==> config.mk <==
export PLATFORM = sky130hd
export DESIGN_NAME = att_ctrl
export DESIGN_NICKNAME = d
export VERILOG_FILES = /design/src/hdl/allocation_tracking_table_assert.svh /design/src/hdl/att_pkg.sv /design/src/hdl/att_ctrl.sv
export SDC_FILE = /design/constraint.sdc
export NUM_CORES = 1
export LEC_CHECK = 0
export BUFFER_PORTS_ARGS = -buffer_cell sky130_fd_sc_hd__buf_2
export CAP_MARGIN = 40
export CORE_AREA = 2 2 39 41
export DETAILED_ROUTE_END_ITERATION = 16
export DIE_AREA = 0 0 41 43
export PLACE_DENSITY = 0.55
export SLEW_MARGIN = 20
export SYNTH_ARGS = -nofsm -noshare
export SYNTH_HDL_FRONTEND = slang
export SYNTH_SLANG_ARGS = --single-unit
export TNS_END_PERCENT = 1
==> constraint.sdc <==
create_clock -name clock -period 2 [get_ports clock]
set_input_delay 0.2 -clock clock [delete_from_list [all_inputs] [get_ports clock]]
set_output_delay 0.2 -clock clock [all_outputs]
set_load 0.01 [all_outputs]
==> src/hdl/allocation_tracking_table_assert.svh <==
// Assertion macros used by the allocation tracking table datapath.
// Each macro expects a clock named clock and a synchronous reset named reset in scope.
`ifndef ALLOCATION_TRACKING_TABLE_ASSERT_SVH
`define ALLOCATION_TRACKING_TABLE_ASSERT_SVH

// The consequent must hold in the same cycle as the antecedent.
`define ATT_ASSERT_NOW(label, ante, cons) \
   label: assert property (@(posedge clock) disable iff (reset) (ante) |-> (cons)) \
      else $error("allocation tracking table: assertion failed");

// The consequent must hold in the cycle after the antecedent.
`define ATT_ASSERT_NEXT(label, ante, cons) \
   label: assert property (@(posedge clock) disable iff (reset) (ante) |=> (cons)) \
      else $error("allocation tracking table: assertion failed");

`endif

==> src/hdl/att_pkg.sv <==
// Shared types, widths and codes for the allocation tracking table.
// No dependencies; the datapath, controller, top level and testbench import this package.
package att_pkg;

   localparam int TABLE_DEPTH = 1024;
   localparam int IDX_W       = $clog2(TABLE_DEPTH);
   localparam int CNT_W       = $clog2(TABLE_DEPTH + 1);
   localparam int KEY_W       = 64;
   localparam int SIZE_W      = 32;
   localparam int SUM_W       = 64;
   localparam int TALLY_W     = 32;
   localparam int LIVE_W      = 11;

   localparam logic OP_RECORD = 1'b0;

   localparam logic [1:0] STAT_OK      = 2'd0;
   localparam logic [1:0] STAT_FULL    = 2'd1;
   localparam logic [1:0] STAT_MISSING = 2'd2;

   typedef struct packed {
      logic              opcode;
      logic [KEY_W-1:0]  block_key;
      logic [SIZE_W-1:0] block_bytes;
   } att_req_type;

   typedef struct packed {
      logic [1:0]         status;
      logic [LIVE_W-1:0]  live_entries;
      logic [SUM_W-1:0]   total_bytes;
      logic [SUM_W-1:0]   current_bytes;
      logic [SUM_W-1:0]   peak_bytes;
      logic [TALLY_W-1:0] records_made;
   } att_rsp_type;

   // Commands from the controller to the datapath.
   typedef struct packed {
      logic load_req;
      logic do_record;
      logic scan_en;
      logic take_hit;
      logic set_missing;
      logic move_rd;
      logic move_wr;
      logic load_rsp;
   } att_cmd_type;

   // Status from the datapath to the controller.
   typedef struct packed {
      logic is_record;
      logic empty;
      logic hit;
      logic miss;
   } att_sts_type;

endpackage

==> src/hdl/att_ctrl.sv <==
// Controller of the allocation tracking table: sequences record, scan and move steps.
// Depends on att_pkg for the command and status structs.
module att_ctrl (
   input  logic                clock,
   input  logic                reset,
   input  logic                req_valid,
   output logic                req_ready,
   output logic                rsp_valid,
   input  logic                rsp_ready,
   input  att_pkg::att_sts_type sts,
   output att_pkg::att_cmd_type cmd
);
   import att_pkg::*;

   typedef enum logic [2:0] {
      S_IDLE,
      S_DISPATCH,
      S_SCAN,
      S_MOVE_RD,
      S_MOVE_WR,
      S_DONE
   } state_type;

   state_type state_ff, state_in;
   logic      req_ready_ff, req_ready_in;
   logic      rsp_valid_ff, rsp_valid_in;

   assign req_ready = req_ready_ff;
   assign rsp_valid = rsp_valid_ff;

   always_comb begin
      cmd          = '0;
      state_in     = state_ff;
      req_ready_in = req_ready_ff;
      rsp_valid_in = rsp_valid_ff && !rsp_ready;
      case (state_ff)
         S_IDLE: begin
            if (req_ready_ff && req_valid) begin
               cmd.load_req = 1'b1;
               req_ready_in = 1'b0;
               state_in     = S_DISPATCH;
            end else begin
               req_ready_in = 1'b1;
            end
         end
         S_DISPATCH: begin
            if (sts.is_record) begin
               cmd.do_record = 1'b1;
               state_in      = S_DONE;
            end else if (sts.empty) begin
               cmd.set_missing = 1'b1;
               state_in        = S_DONE;
            end else begin
               state_in = S_SCAN;
            end
         end
         S_SCAN: begin
            if (sts.hit) begin
               cmd.take_hit = 1'b1;
               state_in     = S_MOVE_RD;
            end else if (sts.miss) begin
               cmd.set_missing = 1'b1;
               state_in        = S_DONE;
            end else begin
               cmd.scan_en = 1'b1;
            end
         end
         S_MOVE_RD: begin
            cmd.move_rd = 1'b1;
            state_in    = S_MOVE_WR;
         end
         S_MOVE_WR: begin
            cmd.move_wr = 1'b1;
            state_in    = S_DONE;
         end
         S_DONE: begin
            if (!rsp_valid_ff || rsp_ready) begin
               cmd.load_rsp = 1'b1;
               rsp_valid_in = 1'b1;
               req_ready_in = 1'b1;
               state_in     = S_IDLE;
            end
         end
         default: begin
            state_in = S_IDLE;
         end
      endcase
   end

   always_ff @(posedge clock) begin
      if (reset) begin
         state_ff     <= S_IDLE;
         req_ready_ff <= 1'b0;
         rsp_valid_ff <= 1'b0;
      end else begin
         state_ff     <= state_in;
         req_ready_ff <= req_ready_in;
         rsp_valid_ff <= rsp_valid_in;
      end
   end

endmodule

==> Word-level counts from Yosys, hierarchy flattened <==
Cells that the tools add are included.
Widths: inputs -> output; s select.
{ "totals": {"register_bits": 5, "latchBits": 0, "ramBits": 0, "romBits": 0, "in_bits": 8, "output_inout_bits": 10, "memories": 0} }
{ "classes": {"add_sub_neg": 0, "mul": 0, "div": 0, "order_cmp": 0, "n_eq_ne": 8, "n_shift": 0, "muxes": 29, "n_bitwise": 0, "reduce_logical": 9} }
{ "ops": {"columns": ["op", "n"], "rows": [
  ["$mux 1", 19],
  ["$mux 3", 6],
  ["$pmux 3 s6", 1],
  ["$eq 3x2->1 const B", 2],
  ["$eq 3x3->1 const B", 2],
  ["$ne 2x2->1 const B", 2],
  ["$pmux 1 s2", 2],
  ["$eq 3x1->1 const B", 1],
  ["$logic_not 3->1", 1],
  ["$ne 3x3->1 const B", 1],
  ["$reduce_and 3->1", 1],
  ["$logic_and 1x1->1", 2],
  ["$logic_not 1->1", 2],
  ["$mux 2", 1],
  ["$reduce_and 2->1", 1],
  ["$reduce_bool 2->1", 1],
  ["$logic_or 1x1->1", 1]
]} }

==> Logic depth before layout (Yosys ltp) <==
Gate-level depths: netlist of the first run.
{ "depth": {"ltp_word": 4, "ltp_mapped": 4, "ltp_nobuf": 3} }

==> Least setup slack after synthesis of the first run <==
No wires, ideal clock.
{ "synth_timing": {"kind": "register to output", "start": "register state_ff[2]", "end": "output port cmd[1] in the netlist's numbering", "arrival_ps": 910, "required_ps": 1800, "setup_slack_ps": 890, "path_stages_with_launch": 3, "cell_sequence": "dfxtp_1 buf_2 nor3b_1"} }
{ "synth_rtl": {"columns": ["item", "line", "source"], "rows": [
  ["from (decl)", "att_ctrl.sv:24", "state_type state_ff, state_in;"],
  ["from (signal assigned)", "att_ctrl.sv:96", "state_ff <= state_in;"],
  ["to (decl)", "att_ctrl.sv:11", "output att_pkg::att_cmd_type cmd"]
]} }

==> reports/qor.yml, run 1 <==
cts_tree: "done"
synth.distinct_cells: 29
power_leakage_nw: 0.239
ys_ff_latch: 5
power.density_mw_per_mm2: 762
synth_warnings: 0
avgSynthCellArea_um2: 7.95
hpwlAfterDp_um: 657
tightest_slew_ps: 497
finalCriticalPeriod_ps: 1650
slew_violations: 0
yosysSeqAreaShare_pct: 26.2
fmaxAchievable_mhz: 604
timing.rr.start: "state_ff[1]$_SDFFE_PP0P_"
worstHoldStart: "reset"
grt_pass1_wl_um: 1420
post_cts_resized: 0
htreeDepth: 1
finalSetupViolCount: 0
drc_errors: 0
io_pins: 18
maxCapViolations: 0
grtUsageTotal_pct: 11.9
synth_fp_nets: 56
r2r_cells: 3
grt_max_degree: 18
n_antenna_cell: 0
dr_total_vias: 389
crit_fanout: 14
synthArstFlopShare_pct: 0
gp_congestion: 0.780
ir_drop_mv: 0.253
stdcell_area_um2: 492
drive_gt1_share_pct: 33.3
synth_top_flop_cell: "dfxtp_1"
antenna_found_initial: 0
final_cell_mix: "17 x buf_2, 6 x nor2_1, 5 x dfxtp_1"
syn_inst: 48
wl_per_cell_um: 10.8
numPortBuffers: 17
end_kind: "output pin"
die_w_um: 41
hold_class: "in2reg"
start_util_pct: 27.6
clk_pin_slew_ps: 40
critPathKind: "reg2out"
final_antenna_net_count: 0
clock_latency_ps: 240
finClkSkew_ps: 2.79
status: "complete, no violations"
cts_num_sinks: 5
rrSetupSlack_ps: 680
setup_tns_ps: 0
post-cts-setup-buffers: 0
grt_overflow: 0
syn_to_final_growth_pct: 28.9
hold_viol_final: 0
arrival_ps: 1450
layout_commonest_cell: "buf_2"
rsz0062_at_grt: "false"
cp-start-kind: "flip-flop"
cts_made_buffers: 3
coreArea_mm2: 0.00138
die_h_um: 43
required_ps: 1800
rows: 14
whs_ps: 186
startpoint: "state_ff[1]$_SDFFE_PP0P_"
period_share_pct: 82.7
dpl_cell_area_um2: 465
clk_path_buf_depth: 2
crit_end: "cmd[3]"
drt_iter0_drc: 12
vias_per_cell: 4.74
fin_nets: 75
die_area_mm2: 0.00176
nFillCells: 156
synth_edf_count: 0
cts_hold_buf: 0
firstDrtPassIters: 4
relSlewSlack_pct: 66.8
root_buffer: "clkbuf_4"
grt_pass1_vias: 336
whs_path_depth: 2
r2r_end: "req_ready$_SDFFE_PP0P_"
wirelength_um: 882
synth_area_um2: 382
[cell usage after synthesis (all sizes together) (2+ instances only)]
cell type / number / area [um2]
nor2b: 3 / 18.8
and2b: 2 / 15.0
nor3b: 2 / 15.0
dfxtp: 5 / 100
inv: 2 / 10.0
nand2: 2 / 7.51
buf: 3 / 21.3
nand2b: 2 / 12.5
o21bai: 2 / 15.0
nor3: 3 / 15.0
nor2: 6 / 22.5
[flip-flops by register name (all words and copies together), names as in the netlist]
signal and flops:
req_ready 1, rsp_valid 1, state_ff 3
[area by class of cell]
class | instances | area [um2] | share of cell area [%]
Sequential cell | 5 | 100 | 20.4
Clock buffer | 4 | 26.3 | 5.34
Inverter | 2 | 10.0 | 2.04
Tap cell | 16 | 20.0 | 4.07
Multi-Input combinational cell | 38 | 250 | 50.9
Timing Repair Buffer | 17 | 85.1 | 17.3
[metrics by stage]
step | instances | total power [mW] | setup WS [ps] | util (%)
after floorplan | 48 | 0.231 | 890 | -
after global placement | 78 | 0.263 | 608 | 33.6
after detailed placement | 78 | 0.261 | 603 | 33.6
after CTS | 82 | 0.382 | 331 | 35.5
after global routing | 82 | 0.406 | 236 | 35.5
final | 82 | 0.375 | 346 | 35.5
[metal layers]
layer  vias to the layer above  part of all wire [%]  track usage [%]
met3                         2                   8.7             1.57
met2                        16                    38             14.4
met4                         0                  0.91             10.0
met1                       160                    52             17.7
met5                         -                     0                0
li1                        211                     -                -
[worst min-delay path by stage]
stage	end	slack, ps
after floorplan	rsp_valid$_SDFF_PP0_	270
after global placement	rsp_valid$_SDFF_PP0_	440
after detailed placement	state_ff[0]$_SDFFE_PP0P_	440
after CTS	state_ff[0]$_SDFFE_PP0P_	180
after global routing	state_ff[0]$_SDFFE_PP0P_	200
final	state_ff[0]$_SDFFE_PP0P_	190
[critical path, cell delays in order, from the launching register on]
cell	delay [ps]
dfxtp_1	540
and2b_1	300
a32oi_1	180
nor2_1	50
buf_2	150
[logic make-up (layout without fill, tap and decap cells)]
logic type	after synthesis	after routing	share of synthesized area (%)
AOI/OAI and AO/OA	13	13	26.6
buffers and inverters	5	23	8.20
DFF	5	5	26.2
and+or+nand+nor	25	25	39.0
[where the power goes]
| group | internal, mW | switching, mW |
|---|---|---|
| Sequential | 0.113 | 0.0298 |
| Combinational | 0.0606 | 0.0564 |
| Clock | 0.0753 | 0.0393 |
| Total | 0.249 | 0.125 |
(Power assumes the default switching activity.)
==> run 2: changes to the inputs <==
--- a/config.mk
+++ b/config.mk
@@ -10,7 +10,7 @@
 export CORE_AREA = 2 2 39 41
 export DETAILED_ROUTE_END_ITERATION = 16
 export DIE_AREA = 0 0 41 43
-export PLACE_DENSITY = 0.55
+export PLACE_DENSITY = 0.57
 export SLEW_MARGIN = 20
 export SYNTH_ARGS = -nofsm -noshare
 export SYNTH_HDL_FRONTEND = slang
==> constraint.sdc (replaced) <==
create_clock -name clock -period 1.5 [get_ports clock]
set_input_delay 0.15 -clock clock [delete_from_list [all_inputs] [get_ports clock]]
set_output_delay 0.15 -clock clock [all_outputs]
set_load 0.01 [all_outputs]
==> run 2 against run 1 <==
Net effect: sequential share of layout area up 0.31 points; utilization is 2.5 points higher; hold slack worse by 65 ps; count of clock-buffer cells in the layout is 1 lower; combinational power is 50% higher; sequential power rose by 38%; largest power group unchanged; critical path type unchanged; flip-flop and latch count did not move.
==> reports/qor.yml, run 2 (synthesized netlist as in run 1, its figures left out) <==
cts_hold_buf: 0  # unchanged
firstDrtPassIters: 4  # unchanged
dpl_cell_area_um2: 473  # +1.6%
power.density_mw_per_mm2: 1010  # +33%
r2r_cells: 3  # unchanged
syn_to_final_growth_pct: 38.0
timing.rr.start: "state_ff[2]$_SDFFE_PP0P_"
hold_viol_final: 0  # unchanged
root_buffer: "clkbuf_4"
finalCriticalPeriod_ps: 1400
cts_num_sinks: 5  # unchanged
slew_violations: 0  # unchanged
clk_pin_slew_ps: 50  # about the same
ir_drop_mv: 0.466  # +84%
dr_total_vias: 416  # +6.9%
grt_overflow: 0  # unchanged
fin_nets: 76  # +1.3%
wl_per_cell_um: 11.5  # +7.2%
grtUsageTotal_pct: 13.0  # +1.0 points
drc_errors: 0  # unchanged
die_h_um: 43  # unchanged
largest-register: "state_ff"
vias_per_cell: 5.01  # +5.7%
layout_setup_ws_ps: 96.3  # -249 ps
worstHoldStart: "reset"
htreeDepth: 1  # unchanged
period_share_pct: 93.6
wirelength_um: 957  # +8.5%
final_antenna_net_count: 0  # unchanged
gp_congestion: 0.769  # -1.5%
fin_util_pct: 38.1  # +2.5 points
grt_max_degree: 18  # unchanged
status: "complete, no violations"
final_cell_mix: "17 x buf_2, 6 x nor2_1, 3 x nor2b_1, 3 x clkbuf_4"
path_buf_inv: 1  # unchanged
cts_tree: "done"
grt_pass1_vias: 326  # -3.0%
grt_pass1_wl_um: 1370  # -3.4%
power_leakage_nw: 0.251  # +5.2%
rsz0062_at_grt: "false"
arrival_ps: 1250  # -200 ps
n_antenna_cell: 0  # unchanged
fmaxAchievable_mhz: 712
cts_made_buffers: 3  # unchanged
io_pins: 18  # unchanged
numPortBuffers: 17  # unchanged
coreArea_mm2: 0.00138  # unchanged
cp-start-kind: "flip-flop"
clock_latency_ps: 250  # about the same
post-place-ws_ps: 217  # -385 ps
cp_top_family: "flip-flops"
maxCapViolations: 0  # unchanged
hold_class: "in2reg"
cp.depth: 4  # unchanged
end_kind: "output pin"
drive_gt1_share_pct: 44.8  # +11 points
startpoint: "state_ff[1]$_SDFFE_PP0P_"
relSlewSlack_pct: 80.4  # +14 points
antenna_found_initial: 0  # unchanged
crit_fanout: 9  # -5
rows: 14  # unchanged
whs_path_depth: 2  # unchanged
largest_register_ffs: 3  # unchanged
crit_path_max_incr_delay_ps: 380  # -160 ps
crit_chain: "and2b_2, a32oi_1, nor2_1, buf_2"
tightest_slew_ps: 295  # -202 ps
cp_slowest_cell: "dfxtp_4"
finClkSkew_ps: 7.03  # +4.24 ps
die_area_mm2: 0.00176  # unchanged
finalSetupViolCount: 0  # unchanged
stdcell_area_um2: 527  # +7.1%
start_util_pct: 27.6  # unchanged
required_ps: 1350  # -450 ps
die_w_um: 41  # unchanged
fin_total_pwr_uw: 533  # +42%
setup_tns_ps: 0  # unchanged
layout_commonest_cell: "buf_2"
drt_iter0_drc: 4  # -8
critPathKind: "reg2out"
clk_path_buf_depth: 2  # unchanged
==> run 2: timing repair <==
action	CTS	global route
setup endpoints to repair	4	5
setup buffers	0	0
resized for setup	3	6
pin swaps	0	1
gates cloned	0	0
==> run 2: cell type report <==
| class | instances | area [um2] |
|---|---|---|
| clock inverters | 1 | 5.00 |
| clock buffers | 3 | 22.5 |
| inverters | 2 | 10.0 |
| multi-input cells | 38 | 268 |
| flip-flops and latches | 5 | 109 |
| repair buffers | 18 | 92.6 |
| fillers | 149 | 857 |
| well taps | 16 | 20.0 |
==> run 2: worst paths after layout <==
| check | slack, ps | end |
|---|---|---|
| max | 100 | cmd[3] |
| min | 120 | state_ff[1]$_SDFFE_PP0P_ |
| max reg2reg | 320 | state_ff[0]$_SDFFE_PP0P_ |
| min reg2reg | 510 | rsp_valid$_SDFF_PP0_ |
==> run 2: metrics by stage <==
stage,hold slack [ps],std cells
floorplan,219,48
global placement,391,79
detailed placement,385,79
CTS,119,83
global route,120,83
finish,121,83
==> run 2: where the power goes <==
| group | total (mW) | leakage [nW] | switching, mW | internal, mW |
|---|---|---|---|---|
| Clock | 0.162 | 0.0177 | 0.0646 | 0.0970 |
| Sequential | 0.197 | 0.0429 | 0.0429 | 0.154 |
| Combinational | 0.175 | 0.191 | 0.0797 | 0.0949 |
| Total | 0.533 | 0.251 | 0.187 | 0.346 |
==> run 2: layer usage <==
| metal | GRT usage, % | share of wire (%) |
|---|---|---|
| met5 | 0 | 0 |
| met1 | 14.8 | 45 |
| met2 | 14.7 | 43 |
| met4 | 16.0 | 5.0 |
| met3 | 6.28 | 7.2 |
==> run 3: changes to the inputs <==
==> constraint.sdc (replaced) <==
create_clock -name clock -period 1.2 [get_ports clock]
set_input_delay 0.12 -clock clock [delete_from_list [all_inputs] [get_ports clock]]
set_output_delay 0.12 -clock clock [all_outputs]
set_load 0.01 [all_outputs]
==> run 3 against run 2 <==
Net effect: the flow now finishes with violations (setup timing); non-clock buffer count increased by 9; via count increased by 14%; first-iteration DRC count increased by 75%; sequential share of layout area decreased by 2.8 points; largest cell class unchanged; largest power group is now combinational logic.
==> reports/qor.yml, run 3 (synthesized netlist as in run 1, its figures left out) <==
period_share_pct: 113
min_to: "state_ff[0]$_SDFFE_PP0P_"
antenna_found_initial: 0  # unchanged
final_cell_mix: "15 x buf_2, 8 x buf_4, 5 x nor2_1"
end_kind: "output pin"
worstHoldStart: "reset"
grt_pass1_wl_um: 1640  # +20%
cts_num_sinks: 5  # unchanged
numPortBuffers: 17  # unchanged
slew_violations: 0  # unchanged
grt_overflow: 0  # unchanged
fmaxAchievable_mhz: 737
grt_max_degree: 14  # -4
whs_path_depth: 2  # unchanged
rows: 14  # unchanged
syn_to_final_growth_pct: 63.3
ir_drop_mv: 0.594  # +27%
htreeDepth: 1  # unchanged
rsz0062_at_grt: "true"
drt_iter0_drc: 7  # +3
met3_usage_pct: 3.14  # -3.1 points
r2r_cells: 4  # +1
firstDrtPassIters: 4  # unchanged
io_pins: 18  # unchanged
fin_total_pwr_uw: 755  # +42%
die_h_um: 43  # unchanged
globalRouteMet2Util_pct: 20.6  # +5.9 points
grtUsageTotal_pct: 13.7  # +0.73 points
dpl_cell_area_um2: 518  # +9.5%
power.density_mw_per_mm2: 1210  # +20%
arrival_ps: 1240  # about the same
final_antenna_net_count: 0  # unchanged
clock_latency_ps: 240  # about the same
grt_pass1_vias: 401  # +23%
rrSetupSlack_ps: 20  # -300 ps
cts_made_buffers: 3  # unchanged
p_seq_share_pct: 30.3  # -6.7 points
largest-register: "state_ff"
critPathKind: "reg2out"
timing.rr.start: "state_ff[1]$_SDFFE_PP0P_"
finClkSkew_ps: 2.13  # -4.90 ps
whs_ps: 107  # -14.4 ps
hold_class: "in2reg"
fin_nets: 85  # +12%
die_area_mm2: 0.00176  # unchanged
required_ps: 1080  # -270 ps
start_util_pct: 27.6  # unchanged
status: "complete, but fails checks"
hpwlAfterDp_um: 803
p_int_uw: 504  # +46%
coreArea_mm2: 0.00138  # unchanged
clk_pin_slew_ps: 50  # about the same
drc_errors: 0  # unchanged
maxCapViolations: 0  # unchanged
layout_setup_ws_ps: -157  # -253 ps
vias_per_cell: 5.14  # +2.6%
root_buffer: "clkbuf_4"
finalSetupViolCount: 6  # +6
power_leakage_nw: 0.301  # +20%
finalCriticalPeriod_ps: 1360
dr_total_vias: 473  # +14%
post-place-ws_ps: 28.5  # -189 ps
grt_most_used_layer: "met2"
crit_fanout: 5  # -4
swShare_pct: 33.2  # -1.9 points
dpl.cell_count: 85  # +7.6%
die_w_um: 41  # unchanged
layout_commonest_cell: "buf_2"
cts_hold_buf: 0  # unchanged
r2r_end: "req_ready$_SDFFE_PP0P_"
setup_tns_ps: -482  # -482 ps
gp_congestion: 0.842  # +9.5%
largest_register_ffs: 3  # unchanged
n_antenna_cell: 0  # unchanged
clkPwrFrac_pct: 26.2  # -4.1 points
use_met1_pct: 18.8  # +4.0 points
fin_util_pct: 45.0  # +7.0 points
drive_gt1_share_pct: 52.6  # +7.9 points
finalNonFillerCells: 92  # +11%
cp-start-kind: "flip-flop"
cts_tree: "done"
tightest_slew_ps: 210  # -84.4 ps
wirelength_um: 1120  # +17%
p_switching_uw: 251  # +34%
hold_viol_final: 0  # unchanged
stdcell_area_um2: 623  # +18%
wl_per_cell_um: 12.1  # +5.3%
clk_path_buf_depth: 2  # unchanged
p_comb_share_pct: 43.5  # +11 points
violations: "setup timing"
relSlewSlack_pct: 85.9  # +5.5 points
-- run 3: worst max path at each step --
stage	from	to	slack (ps)
after floorplan	req_ready$_SDFFE_PP0P_	state_ff[0]$_SDFFE_PP0P_	130
after CTS	state_ff[1]$_SDFFE_PP0P_	cmd[7]	-130
after global placement	state_ff[1]$_SDFFE_PP0P_	cmd[7]	30
after global routing	state_ff[1]$_SDFFE_PP0P_	cmd[7]	-200
after detailed placement	state_ff[1]$_SDFFE_PP0P_	cmd[7]	30
final	state_ff[1]$_SDFFE_PP0P_	cmd[7]	-160
-- run 3: critical path, cell delays in order (launching register included) --
cell	delay, ps
dfxtp_4	350
buf_6	130
nor3_4	200
and3_4	220
buf_6	100
-- run 3: routing by layer --
layer	wire length (um)	part of all wire, %
met5	0	0
met4	0	0
met3	71	6.4
met2	560	50
met1	485	43
-- run 3: area by class of cell --
class	instances	area [um2]
Multi-Input combinational cell	38	275
Clock buffer	4	26.3
Timing Repair Buffer	27	180
Sequential cell	5	111
Fill cell	141	761
Tap cell	16	20.0
Inverter	2	10.0
-- run 3: power groups by stage --
stage	logic [mW]	clock network (mW)	registers [mW]
final	0.329	0.198	0.229
after global routing	0.359	0.217	0.235
after floorplan	0.174	0	0.211
after global placement	0.264	0	0.222
after CTS	0.314	0.202	0.230
after detailed placement	0.264	0	0.223
-- run 3: timing repair --
| action | CTS | global route |
|---|---|---|
| endpoints found under the setup margin | 8 | 9 |
| pin swaps | 3 | 5 |
| setup buffers | 1 | 2 |
| resized for setup | 13 | 3 |
